## src/lwp_pkg.sv

```systemverilog
// Shared types, constants and helper functions for the LED wave pattern generator.
// Used by lwp_front, lwp_queue, lwp_back and led_wave_pattern_generator.
// Has no dependencies of its own.
`timescale 1ns / 1ps

package lwp_pkg;

  // Width of time_ms * beat_rate.
  localparam int PROD_W = 48;
  // Milliseconds in one minute, and the divisor that turns the remainder into a beat.
  localparam int MS_PER_MIN = 60000;
  localparam int BEAT_DIV = 1875;
  // Entries in the queue between the front and back parts.
  localparam int QUEUE_DEPTH = 2;

  // Register map (byte address is four times the index).
  typedef enum logic [2:0] {
    REG_BEAT_RATE  = 3'd0,
    REG_BRIGHTNESS = 3'd1,
    REG_LEVEL_MIN  = 3'd2,
    REG_LEVEL_MAX  = 3'd3,
    REG_PHASE_STEP = 3'd4,
    REG_BASE_COLOR = 3'd5,
    REG_DARK       = 3'd6
  } reg_idx_t;

  localparam logic [15:0] RST_BEAT_RATE  = 16'd45;
  localparam logic [7:0]  RST_BRIGHTNESS = 8'd30;
  localparam logic [7:0]  RST_LEVEL_MIN  = 8'd63;
  localparam logic [7:0]  RST_LEVEL_MAX  = 8'd255;
  localparam logic [7:0]  RST_PHASE_STEP = 8'd32;
  localparam logic [23:0] RST_BASE_COLOR = 24'h00BCD4;
  localparam logic        RST_DARK       = 1'b0;

  // One tick after the beat has been worked out.
  typedef struct packed {
    logic [7:0] beat;
    logic [2:0] sidx;
  } beat_item_t;

  // Configuration seen by the pixel pipeline.
  typedef struct packed {
    logic [7:0]  brightness;
    logic [7:0]  level_min;
    logic [7:0]  level_max;
    logic [7:0]  phase_step;
    logic [23:0] base_color;
  } pix_cfg_t;

  // Sideband that travels with each pixel down the pipeline.
  typedef struct packed {
    logic       strip;
    logic [3:0] idx;
    logic       last;
  } pix_tag_t;

  // First quarter of the sine wave, 0 to 64 inclusive.
  localparam logic [7:0] QUARTER_SINE [0:64] = '{
    8'd128, 8'd131, 8'd134, 8'd137, 8'd140, 8'd143, 8'd146, 8'd149, 8'd152, 8'd155,
    8'd158, 8'd162, 8'd165, 8'd167, 8'd170, 8'd173, 8'd176, 8'd179, 8'd182, 8'd185,
    8'd188, 8'd190, 8'd193, 8'd196, 8'd198, 8'd201, 8'd203, 8'd206, 8'd208, 8'd211,
    8'd213, 8'd215, 8'd218, 8'd220, 8'd222, 8'd224, 8'd226, 8'd228, 8'd230, 8'd232,
    8'd234, 8'd235, 8'd237, 8'd238, 8'd240, 8'd241, 8'd243, 8'd244, 8'd245, 8'd246,
    8'd248, 8'd249, 8'd250, 8'd250, 8'd251, 8'd252, 8'd253, 8'd253, 8'd254, 8'd254,
    8'd254, 8'd255, 8'd255, 8'd255, 8'd255
  };

  // Full 256-point sine built from the quarter wave by symmetry.
  function automatic logic [7:0] sine_lookup(input logic [7:0] b);
    logic [7:0] mirror;
    logic [7:0] back;
    logic [7:0] neg;
    logic [7:0] val;
    mirror = 8'd128 - b;
    back   = b - 8'd128;
    neg    = 8'd0 - b;
    if (b <= 8'd64) begin
      val = QUARTER_SINE[b[6:0]];
    end else if (b < 8'd128) begin
      val = QUARTER_SINE[mirror[6:0]];
    end else if (b == 8'd128) begin
      val = 8'd127;
    end else if (b <= 8'd192) begin
      val = 8'd255 - QUARTER_SINE[back[6:0]];
    end else begin
      val = 8'd255 - QUARTER_SINE[neg[6:0]];
    end
    return val;
  endfunction

  // floor(x / 255) for x up to 255 * 255: estimate, then one correction step.
  function automatic logic [7:0] div255(input logic [15:0] x);
    logic [16:0] est;
    logic [8:0]  q;
    logic [16:0] rem;
    est = {1'b0, x} + {9'd0, x[15:8]};
    q   = {1'b0, est[15:8]};
    rem = {1'b0, x} - (({8'd0, q} << 8) - {8'd0, q});
    if (rem >= 17'd255) begin
      q = q + 9'd1;
    end
    return q[7:0];
  endfunction

endpackage

```

## src/lwp_front.sv

```systemverilog
// Front part: accepts ticks and works out the beat phase of each one.
// Depends on lwp_pkg for widths, constants and the queue item type.
`timescale 1ns / 1ps

module lwp_front (
  input  logic                clk,
  input  logic                rst,
  input  logic                in_valid,
  output logic                in_ready,
  input  logic [31:0]         time_ms,
  input  logic [2:0]          status_index,
  input  logic [15:0]         beat_rate,
  input  logic                dark_enable,
  output logic                push_valid,
  input  logic                push_ready,
  output lwp_pkg::beat_item_t push_item
);
  import lwp_pkg::*;

  localparam int DIGITS = PROD_W / 4;
  localparam logic [3:0] LAST_DIGIT = 4'(DIGITS - 1);
  localparam int HI_DIV = BEAT_DIV * 16;

  typedef enum logic [2:0] {
    ST_IDLE,
    ST_MOD,
    ST_QHI,
    ST_QLO,
    ST_PUSH
  } state_t;

  state_t              state;
  logic                hold_valid;
  logic [PROD_W-1:0]   hold_prod;
  logic [2:0]          hold_sidx;
  logic                take;
  logic [PROD_W-1:0]   prod;
  logic [PROD_W-1:0]   shreg;
  logic [15:0]         rem;
  logic [3:0]          cnt;
  logic [14:0]         mrem;
  logic [7:0]          beat;
  logic [2:0]          sidx;
  logic [19:0]         wide;
  logic [3:0]          mod_dig;
  logic [15:0]         rem_next;
  logic [18:0]         scaled;
  logic [3:0]          hi_dig;
  logic [14:0]         mrem_next;
  logic [3:0]          lo_dig;

  assign prod     = {16'd0, time_ms} * {32'd0, beat_rate};
  assign take     = (state == ST_IDLE) && hold_valid;
  assign in_ready = !hold_valid || take;

  // Input holding stage: the product is formed as the tick is taken.
  always_ff @(posedge clk) begin
    if (rst) begin
      hold_valid <= 1'b0;
    end else if (in_valid && in_ready) begin
      hold_valid <= !dark_enable;
    end else if (take) begin
      hold_valid <= 1'b0;
    end
  end

  always_ff @(posedge clk) begin
    if (in_valid && in_ready) begin
      hold_prod <= prod;
      hold_sidx <= status_index;
    end
  end

  // Radix-16 remainder step modulo one minute.
  always_comb begin
    wide    = {rem, shreg[PROD_W-1 -: 4]};
    mod_dig = 4'd0;
    for (int k = 1; k < 16; k++) begin
      if (wide >= 20'(k * MS_PER_MIN)) begin
        mod_dig = 4'(k);
      end
    end
    rem_next = 16'(wide - 20'(mod_dig) * 20'(MS_PER_MIN));
  end

  // Beat = floor(8 * remainder / 1875), taken one hex digit at a time.
  always_comb begin
    scaled = {rem, 3'b000};
    hi_dig = 4'd0;
    for (int k = 1; k < 16; k++) begin
      if (scaled >= 19'(k * HI_DIV)) begin
        hi_dig = 4'(k);
      end
    end
    mrem_next = 15'(scaled - 19'(hi_dig) * 19'(HI_DIV));
    lo_dig = 4'd0;
    for (int k = 1; k < 16; k++) begin
      if (mrem >= 15'(k * BEAT_DIV)) begin
        lo_dig = 4'(k);
      end
    end
  end

  always_ff @(posedge clk) begin
    if (rst) begin
      state <= ST_IDLE;
      cnt   <= 4'd0;
    end else begin
      case (state)
        ST_IDLE: begin
          if (hold_valid) begin
            shreg <= hold_prod;
            sidx  <= hold_sidx;
            rem   <= 16'd0;
            cnt   <= 4'd0;
            state <= ST_MOD;
          end
        end
        ST_MOD: begin
          rem   <= rem_next;
          shreg <= shreg << 4;
          cnt   <= cnt + 4'd1;
          if (cnt == LAST_DIGIT) begin
            state <= ST_QHI;
          end
        end
        ST_QHI: begin
          beat[7:4] <= hi_dig;
          mrem      <= mrem_next;
          state     <= ST_QLO;
        end
        ST_QLO: begin
          beat[3:0] <= lo_dig;
          state     <= ST_PUSH;
        end
        ST_PUSH: begin
          if (push_ready) begin
            state <= ST_IDLE;
          end
        end
        default: begin
          state <= ST_IDLE;
        end
      endcase
    end
  end

  assign push_valid     = (state == ST_PUSH);
  assign push_item.beat = beat;
  assign push_item.sidx = sidx;

endmodule

```

## src/lwp_queue.sv

```systemverilog
// Short queue of beat items between the front and back parts.
// Depends on lwp_pkg for the item type and depth.
`timescale 1ns / 1ps

module lwp_queue (
  input  logic                clk,
  input  logic                rst,
  input  logic                push_valid,
  output logic                push_ready,
  input  lwp_pkg::beat_item_t push_item,
  output logic                pop_valid,
  input  logic                pop,
  output lwp_pkg::beat_item_t pop_item
);
  import lwp_pkg::*;

  localparam int PTR_W = (QUEUE_DEPTH > 1) ? $clog2(QUEUE_DEPTH) : 1;
  localparam int CNT_W = $clog2(QUEUE_DEPTH + 1);
  localparam logic [CNT_W-1:0] FULL = CNT_W'(QUEUE_DEPTH);
  localparam logic [PTR_W-1:0] LAST_SLOT = PTR_W'(QUEUE_DEPTH - 1);

  beat_item_t       slots [QUEUE_DEPTH];
  logic [PTR_W-1:0] wr_ptr;
  logic [PTR_W-1:0] rd_ptr;
  logic [CNT_W-1:0] count;
  logic             do_push;
  logic             do_pop;

  assign push_ready = (count != FULL);
  assign pop_valid  = (count != '0);
  assign pop_item   = slots[rd_ptr];
  assign do_push    = push_valid && push_ready;
  assign do_pop     = pop && pop_valid;

  always_ff @(posedge clk) begin
    if (rst) begin
      wr_ptr <= '0;
      rd_ptr <= '0;
      count  <= '0;
    end else begin
      if (do_push) begin
        wr_ptr <= (wr_ptr == LAST_SLOT) ? '0 : wr_ptr + 1'b1;
      end
      if (do_pop) begin
        rd_ptr <= (rd_ptr == LAST_SLOT) ? '0 : rd_ptr + 1'b1;
      end
      if (do_push && !do_pop) begin
        count <= count + 1'b1;
      end else if (do_pop && !do_push) begin
        count <= count - 1'b1;
      end
    end
  end

  always_ff @(posedge clk) begin
    if (do_push) begin
      slots[wr_ptr] <= push_item;
    end
  end

endmodule

```

## src/lwp_back.sv

```systemverilog
// Back part: walks the pixels of each tick and scales them in a short pipeline.
// Depends on lwp_pkg for the sine table, divide-by-255 helper and struct types.
`timescale 1ns / 1ps

module lwp_back #(
  parameter int MAIN_COLS  = 4,
  parameter int MAIN_ROWS  = 4,
  parameter int STATUS_LEN = 6
) (
  input  logic                clk,
  input  logic                rst,
  input  lwp_pkg::pix_cfg_t   cfg,
  input  logic                q_valid,
  input  lwp_pkg::beat_item_t q_item,
  output logic                q_pop,
  output logic                out_valid,
  input  logic                out_ready,
  output logic                strip_select,
  output logic [3:0]          pixel_index,
  output logic [7:0]          red,
  output logic [7:0]          green,
  output logic [7:0]          blue,
  output logic                last
);
  import lwp_pkg::*;

  localparam int NPIX  = MAIN_COLS * MAIN_ROWS;
  localparam int PIX_W = ($clog2(NPIX) > 4) ? $clog2(NPIX) : 4;
  localparam int ROW_W = (MAIN_ROWS > 1) ? $clog2(MAIN_ROWS) : 1;
  localparam logic [PIX_W-1:0] LAST_PIX = PIX_W'(NPIX - 1);
  localparam logic [ROW_W-1:0] LAST_ROW = ROW_W'(MAIN_ROWS - 1);
  localparam logic [4:0] STATUS_LIM = 5'(STATUS_LEN);

  // Pixel walker.
  logic             active;
  logic             in_status;
  logic [PIX_W-1:0] pix;
  logic [ROW_W-1:0] row;
  logic [7:0]       phase;
  logic [7:0]       beat;
  logic [2:0]       sidx;
  logic             adv;
  logic             issue;
  logic             status_ok;
  logic             main_done;
  logic             seq_end;
  pix_tag_t         tag0;
  logic [7:0]       arg0;
  logic [7:0]       span;

  // Pipeline stages.
  logic             v1, v2, v3, v4, v5;
  pix_tag_t         tag1, tag2, tag3, tag4, tag5, tag_out;
  logic             st1, st2;
  logic [7:0]       arg1, arg2;
  logic [15:0]      wave2;
  logic [7:0]       k3;
  logic [2:0][15:0] pr4;
  logic [2:0]       nz4;
  logic [2:0][15:0] m5;
  logic [2:0][7:0]  rgb;
  logic [7:0]       k_next;
  logic [2:0][15:0] pr_next;
  logic [2:0]       nz_next;
  logic [2:0][15:0] m_next;
  logic [2:0][7:0]  rgb_next;
  logic [8:0]       r_sum;
  logic [7:0]       r_sat;
  logic [7:0]       comp;

  assign adv       = !out_valid || out_ready;
  assign issue     = active && adv;
  assign status_ok = ({2'b00, sidx} < STATUS_LIM);
  assign main_done = !in_status && (pix == LAST_PIX);
  assign seq_end   = issue && (in_status || (main_done && !status_ok));
  assign q_pop     = q_valid && (!active || seq_end);
  assign span      = (cfg.level_max >= cfg.level_min) ? cfg.level_max - cfg.level_min : 8'd0;

  always_comb begin
    if (in_status) begin
      tag0.strip = 1'b1;
      tag0.idx   = {1'b0, sidx};
      tag0.last  = 1'b1;
      arg0       = (8'd255 - beat) >> 1;
    end else begin
      tag0.strip = 1'b0;
      tag0.idx   = pix[3:0];
      tag0.last  = main_done && !status_ok;
      arg0       = phase;
    end
  end

  // Column-major walk; the phase steps on at each new column.
  always_ff @(posedge clk) begin
    if (rst) begin
      active    <= 1'b0;
      in_status <= 1'b0;
    end else if (q_pop) begin
      active    <= 1'b1;
      in_status <= 1'b0;
      pix       <= '0;
      row       <= '0;
      phase     <= q_item.beat;
      beat      <= q_item.beat;
      sidx      <= q_item.sidx;
    end else if (seq_end) begin
      active <= 1'b0;
    end else if (issue) begin
      if (main_done) begin
        in_status <= 1'b1;
      end else begin
        pix <= pix + 1'b1;
        if (row == LAST_ROW) begin
          row   <= '0;
          phase <= phase + cfg.phase_step;
        end else begin
          row <= row + 1'b1;
        end
      end
    end
  end

  always_comb begin
    k_next = st2 ? arg2 : cfg.level_min + div255(wave2);
    for (int i = 0; i < 3; i++) begin
      comp       = cfg.base_color[8 * (2 - i) +: 8];
      pr_next[i] = {8'd0, comp} * {8'd0, k3};
      nz_next[i] = (comp != 8'd0) && (k3 != 8'd0);
      r_sum      = {1'b0, pr4[i][15:8]} + {8'd0, nz4[i]};
      r_sat      = r_sum[8] ? 8'd255 : r_sum[7:0];
      m_next[i]  = {8'd0, r_sat} * {8'd0, cfg.brightness};
      rgb_next[i] = div255(m5[i]);
    end
  end

  always_ff @(posedge clk) begin
    if (rst) begin
      v1        <= 1'b0;
      v2        <= 1'b0;
      v3        <= 1'b0;
      v4        <= 1'b0;
      v5        <= 1'b0;
      out_valid <= 1'b0;
    end else if (adv) begin
      v1        <= issue;
      v2        <= v1;
      v3        <= v2;
      v4        <= v3;
      v5        <= v4;
      out_valid <= v5;
    end
  end

  always_ff @(posedge clk) begin
    if (adv) begin
      tag1    <= tag0;
      st1     <= in_status;
      arg1    <= arg0;
      tag2    <= tag1;
      st2     <= st1;
      arg2    <= arg1;
      wave2   <= {8'd0, sine_lookup(arg1)} * {8'd0, span};
      tag3    <= tag2;
      k3      <= k_next;
      tag4    <= tag3;
      pr4     <= pr_next;
      nz4     <= nz_next;
      tag5    <= tag4;
      m5      <= m_next;
      tag_out <= tag5;
      rgb     <= rgb_next;
    end
  end

  assign strip_select = tag_out.strip;
  assign pixel_index  = tag_out.idx;
  assign last         = tag_out.last;
  assign red          = rgb[0];
  assign green        = rgb[1];
  assign blue         = rgb[2];

endmodule

```

## src/led_wave_pattern_generator.sv

```systemverilog
// Top level of the LED wave pattern generator: register file and the three parts.
// Depends on lwp_pkg, lwp_front, lwp_queue and lwp_back.
`timescale 1ns / 1ps

// Each tick transfer (time_ms, status_index) produces a burst of pixel transfers: all
// MAIN_COLS * MAIN_ROWS main pixels in column-major order, each column shown as
// base_color scaled by a sine breathing level, then one status-strip pixel at
// status_index when that index is below STATUS_LEN; last marks the final pixel
// of the burst. With dark_enable set a tick is taken and produces nothing.
// The output stream carries one pixel per clock while out_ready is high; that
// pixel walk is what sets the sustained rate.
// The beat phase is worked out ahead of that in a separate front part (one
// multiply, twelve radix-16 remainder steps modulo one minute, two quotient
// digits and a hand-off), and a two-entry queue lets a new tick be taken while
// the previous one is still being emitted. Registers should be written only
// while the block is idle; the block itself does not enforce this.
module led_wave_pattern_generator #(
  parameter int MAIN_COLS  = 4,
  parameter int MAIN_ROWS  = 4,
  parameter int STATUS_LEN = 6
) (
  input  logic        clk,
  input  logic        rst,
  // Register port
  input  logic        psel,
  input  logic        penable,
  input  logic        pwrite,
  input  logic [4:0]  paddr,
  input  logic [31:0] pwdata,
  output logic [31:0] prdata,
  output logic        pready,
  // Tick input
  input  logic        in_valid,
  output logic        in_ready,
  input  logic [31:0] time_ms,
  input  logic [2:0]  status_index,
  // Pixel output
  output logic        out_valid,
  input  logic        out_ready,
  output logic        strip_select,
  output logic [3:0]  pixel_index,
  output logic [7:0]  red,
  output logic [7:0]  green,
  output logic [7:0]  blue,
  output logic        last
);
  import lwp_pkg::*;

  logic [15:0] beat_rate;
  logic [7:0]  brightness;
  logic [7:0]  level_min;
  logic [7:0]  level_max;
  logic [7:0]  phase_step;
  logic [23:0] base_color;
  logic        dark_enable;

  reg_idx_t    reg_idx;
  logic        wr_en;
  pix_cfg_t    pix_cfg;

  logic        push_valid;
  logic        push_ready;
  beat_item_t  push_item;
  logic        q_valid;
  logic        q_pop;
  beat_item_t  q_item;

  // Registers sit on word boundaries, so the low two address bits are ignored.
  assign reg_idx = reg_idx_t'(paddr[4:2]);
  assign wr_en   = psel && penable && pwrite;
  assign pready  = 1'b1;

  always_ff @(posedge clk) begin
    if (rst) begin
      beat_rate   <= RST_BEAT_RATE;
      brightness  <= RST_BRIGHTNESS;
      level_min   <= RST_LEVEL_MIN;
      level_max   <= RST_LEVEL_MAX;
      phase_step  <= RST_PHASE_STEP;
      base_color  <= RST_BASE_COLOR;
      dark_enable <= RST_DARK;
    end else if (wr_en) begin
      case (reg_idx)
        REG_BEAT_RATE:  beat_rate   <= pwdata[15:0];
        REG_BRIGHTNESS: brightness  <= pwdata[7:0];
        REG_LEVEL_MIN:  level_min   <= pwdata[7:0];
        REG_LEVEL_MAX:  level_max   <= pwdata[7:0];
        REG_PHASE_STEP: phase_step  <= pwdata[7:0];
        REG_BASE_COLOR: base_color  <= pwdata[23:0];
        REG_DARK:       dark_enable <= pwdata[0];
        default: begin
        end
      endcase
    end
  end

  // Read-back of the register selected by paddr; unmapped addresses read as zero.
  always_comb begin
    case (reg_idx)
      REG_BEAT_RATE:  prdata = {16'd0, beat_rate};
      REG_BRIGHTNESS: prdata = {24'd0, brightness};
      REG_LEVEL_MIN:  prdata = {24'd0, level_min};
      REG_LEVEL_MAX:  prdata = {24'd0, level_max};
      REG_PHASE_STEP: prdata = {24'd0, phase_step};
      REG_BASE_COLOR: prdata = {8'd0, base_color};
      REG_DARK:       prdata = {31'd0, dark_enable};
      default:        prdata = 32'd0;
    endcase
  end

  assign pix_cfg.brightness = brightness;
  assign pix_cfg.level_min  = level_min;
  assign pix_cfg.level_max  = level_max;
  assign pix_cfg.phase_step = phase_step;
  assign pix_cfg.base_color = base_color;

  // The front part takes ticks and turns the time into a beat phase.
  lwp_front u_front (
    .clk          (clk),
    .rst          (rst),
    .in_valid     (in_valid),
    .in_ready     (in_ready),
    .time_ms      (time_ms),
    .status_index (status_index),
    .beat_rate    (beat_rate),
    .dark_enable  (dark_enable),
    .push_valid   (push_valid),
    .push_ready   (push_ready),
    .push_item    (push_item)
  );

  // The queue lets the front part run ahead while pixels are still going out.
  lwp_queue u_queue (
    .clk        (clk),
    .rst        (rst),
    .push_valid (push_valid),
    .push_ready (push_ready),
    .push_item  (push_item),
    .pop_valid  (q_valid),
    .pop        (q_pop),
    .pop_item   (q_item)
  );

  // The back part walks the pixels and scales them, one per clock while out_ready is high.
  lwp_back #(
    .MAIN_COLS  (MAIN_COLS),
    .MAIN_ROWS  (MAIN_ROWS),
    .STATUS_LEN (STATUS_LEN)
  ) u_back (
    .clk          (clk),
    .rst          (rst),
    .cfg          (pix_cfg),
    .q_valid      (q_valid),
    .q_item       (q_item),
    .q_pop        (q_pop),
    .out_valid    (out_valid),
    .out_ready    (out_ready),
    .strip_select (strip_select),
    .pixel_index  (pixel_index),
    .red          (red),
    .green        (green),
    .blue         (blue),
    .last         (last)
  );

endmodule
```

## config.mk

```make
export PLATFORM = sky130hd
export DESIGN_NAME = led_wave_pattern_generator
export DESIGN_NICKNAME = d
export VERILOG_FILES = /design/src/lwp_pkg.sv /design/src/lwp_front.sv /design/src/lwp_queue.sv /design/src/lwp_back.sv /design/src/led_wave_pattern_generator.sv
export SDC_FILE = /design/constraint.sdc
export NUM_CORES = 2
export LEC_CHECK = 0
export ABC_AREA = 0
export BUFFER_PORTS_ARGS = -buffer_cell sky130_fd_sc_hd__buf_4
export CORE_AREA = 2 2 348 350
export DETAILED_ROUTE_END_ITERATION = 7
export DIE_AREA = 0 0 350 352
export PLACE_DENSITY_LB_ADDON = 0.3
export RECOVER_POWER = 100
export SYNTH_ARGS = -nofsm -noshare
export SYNTH_HDL_FRONTEND = slang
export SYNTH_SLANG_ARGS = --single-unit
```

## constraint.sdc

```tcl
create_clock -name clk -period 7.8 [get_ports clk]
set_input_delay 0.78 -clock clk [delete_from_list [all_inputs] [get_ports clk]]
set_output_delay 0.78 -clock clk [all_outputs]
set_load 0.005 [all_outputs]
```

==> flow_summary.ini <==
[pwr]
p_leak_nw = 29.36
ir_worst_vdd_v = 0.0005544
cellPowerDensity_nw_per_um2 = 451.6
p_total_w = 0.02771

[global_routing]
grt_pass1_wl_um = 226700
grt_pass1_vias = 43610
antenna_found_initial = 8
overflow = 0
grt_max_degree = 115
grt.total_usage = 0.2271

[clocking]
h-tree-depth = 2
cts_tree = yes
clk-insertion-delay-late_ns = 0.66
cts_sinks = 453
clock_path_buffers = 3
cts-root-buf = clkbuf_16
cts_buffers = 53
hold_buffers = 0
clk_pin_slew_ns = 0.06

[detailed_routing]
ant_nets = 0
wirelength_um = 137100
drc = 0
vias = 42690
drt_iter0_markers = 2920
routed_via_density = 5.428
drtPass1Iterations = 6
drt-wirelength-per-cell_um = 17.43

[job]
cap_violations = 6

[sta]
finClkSkew_ns = 0.04436
hold_viol = 0
post-route-min-period_ns = 7.341
fmax_mhz = 136.2
maxSlewHeadroom = -1.769
whs_ns = 0.3495
worstMarginPinSlew_ns = 4.153
fin_tns_setup_ns = 0
finalSetupViolations = 0
slew_violations = 366
period_share = 0.9412
rsz0062_at_grt = no

[worst_setup_path]
ff2ff_setup_slack_ns = 0.46
cp_max_fo = 18
path_class = flop to flop
worst-path-buf-inv = 5
slowest_delay_ns = 0.93
endpoint_kind = flop
reg2reg_from = beat_rate[2]
r2r_end = u_front.hold_prod[44]
cp-start-kind = flop
crit_required_ns = 8.28
cpMostUsedCell = fa_1
path_cells = buf_4 -> nand2_1 -> fa_1 -> inv_1 -> fa_1 -> fa_1 -> fa_1 -> inv_1 -> fa_1 -> inv_1 -> fa_1 -> ha_1 -> nand3_1 -> o22ai_1 -> a32oi_1 -> nor3_1 -> nor3_1 -> clkbuf_1 -> o21ai_0 -> a21oi_1 -> or4b_2 -> nand3_1
cp_top_family = adder cells
reg2regPathDepth = 22
cpMaxStageDelayCell = dfxtp_1
arrival_ns = 7.82

[placement]
hpwl_um = 105900
gp_congestion = 0.8657
port_buffers = 124

[die]
dieArea_um2 = 123200
die_width_um = 350
initial_core_util = 0.4786
rows = 127
die_h_um = 352
core_area_um2 = 119300
io_pins = 144

[yosys]
ys_types = 96
seq_area_frac_synth = 0.2217
avgSynthCellArea_um2 = 9.176
yosysWarnings = 0
syn_area_um2 = 57110
synthFlopType = edfxtp_1
syn_inst = 6224
synth_enable_flop_cells = 359
synth-seq-cells = 453
async_flop_share = 0

[finish]
fillers = 10910
syn_to_final_growth_pct = 7.467
layout_commonest_cell = inv_1
drive_gt1_frac = 0.05119
most-common-layout-cells = inv_1 (972), nand2_1 (967), fa_1 (674)
nets = 7567

[status]
violations = capacitance limit, slew limit
status = complete, but fails checks

[worst_hold_path]
worstHoldEndpoint = u_front.hold_sidx[0]
hp-start = status_index[0]
hp-class = primary input to flop
holdPathStages = 1
-- per-stage QoR --
step                  util  area, µm²  setup WS, ns  cells
floorplan                -      57130        0.9460   6231
global placement    0.4992      59570        0.3417   7763
detailed placement  0.4992      59570        0.3122   7763
CTS                 0.5150      61460        0.2766   7863
global route        0.5142      61370       0.01829   7863
finish              0.5143      61370        0.4588   7866
-- area by class of cell --
cell class / count / area, µm² / area share
well taps: 1612 / 2017 / 0.03286
flip-flops and latches: 453 / 12660 / 0.2063
clock inverters: 27 / 305.3 / 0.004974
clock buffers: 73 / 1579 / 0.02573
diodes: 3 / 7.507 / 0.0001223
multi-input cells: 4528 / 39760 / 0.6479
inverters: 976 / 3671 / 0.05982
repair buffers: 194 / 1369 / 0.02230
-- worst max path at each step --
| stage | start | depth (start not counted) | end | slack (ns) |
|---|---|---|---|---|
| floorplan | u_back.wave2[9] | 32 | u_back.k3[7] | 0.95 |
| global placement | u_back.wave2[9] | 32 | u_back.k3[7] | 0.34 |
| detailed placement | u_back.wave2[9] | 32 | u_back.k3[7] | 0.31 |
| CTS | u_back.wave2[9] | 32 | u_back.k3[7] | 0.28 |
| global route | beat_rate[2] | 21 | u_front.hold_prod[41] | 0.02 |
| finish | beat_rate[2] | 22 | u_front.hold_prod[44] | 0.46 |
-- timing repair --
action	CTS	global route
setup endpoints to repair	0	4
gates resized for setup	0	7
endpoints found under the hold margin	0	0
setup buffers	0	0
-- synthesized netlist by cell type, types with 18 or more instances --
master / instances / area, µm²
nor4_1: 21 / 131.4
o21bai_1: 24 / 180.2
nor2b_1: 92 / 575.6
nand3_1: 65 / 325.3
a21boi_0: 28 / 210.2
nand4_1: 34 / 212.7
nand2b_1: 40 / 250.2
edfxtp_1: 359 / 10780
xor2_1: 66 / 578.1
ha_1: 608 / 7607
mux2_2: 22 / 247.7
inv_1: 973 / 3652
and3_1: 49 / 306.5
a31oi_1: 28 / 175.2
dfxtp_1: 94 / 1882
mux2i_1: 50 / 500.5
a21o_1: 89 / 668.1
fa_1: 674 / 13490
and2_1: 353 / 2208
nor3_1: 76 / 380.4
nor2_1: 257 / 964.7
nand2_1: 967 / 3630
a211oi_1: 27 / 202.7
o211ai_1: 18 / 135.1
o21a_1: 53 / 397.9
xnor2_1: 188 / 1647
a211o_1: 33 / 289.0
clkbuf_1: 239 / 897.1
nand3b_1: 22 / 165.2
a21oi_1: 222 / 1111
o21ai_0: 162 / 810.8
-- layer usage --
layer	part of all wire	wire, µm	GRT usage	vias up
met3	0.065	8899	0.04029	243
met4	0.027	3688	0.06069	12
met1	0.43	58990	0.3010	21100
met2	0.48	65420	0.3813	1106
li1	-	-	-	20230
met5	0.00055	76	0	-
-- worst reg2reg max path: stages (launching register included) --
cell and delay, ns:
dfxtp_1 0.93, buf_4 0.36, nand2_1 0.10, fa_1 0.51, inv_1 0.05, fa_1 0.45
fa_1 0.48, fa_1 0.50, inv_1 0.06, fa_1 0.54, inv_1 0.06, fa_1 0.48
ha_1 0.35, nand3_1 0.13, o22ai_1 0.26, a32oi_1 0.21, nor3_1 0.25, nor3_1 0.06
clkbuf_1 0.15, o21ai_0 0.33, a21oi_1 0.17, or4b_2 0.65, nand3_1 0.10
-- report_power, final --
| group | internal [W] | switching, W | total (W) |
|---|---|---|---|
| clock network | 0.00162 | 0.00106 | 0.00268 |
| logic | 0.00918 | 0.0111 | 0.0203 |
| registers | 0.00415 | 0.000586 | 0.00474 |
| total | 0.0150 | 0.0128 | 0.0277 |
-- state kept, by name, indices dropped and copies added, names as in the netlist, 12 cells and up, named ones only --
name	cells
u_queue.slots	22
u_back.m5	48
u_front.rem	16
u_back.pr4	24
u_front.shreg	48
beat_rate	16
u_back.wave2	16
u_front.mrem	12
u_front.hold_prod	48
base_color	24
-- cells by family after synthesis --
family | Yosys count | share of synthesized area
xor gates and xnor gates | 259 | 0.04077
and+or+nand+nor | 2043 | 0.1694
other | 2 | 0.0001315
muxes | 80 | 0.01606
buffers and inverters | 1250 | 0.08319
adders and majority gates | 1282 | 0.3695
AOI/OAI and AO/OA | 855 | 0.09923
DFF | 453 | 0.2217
Power figures use the tool's default switching activity.
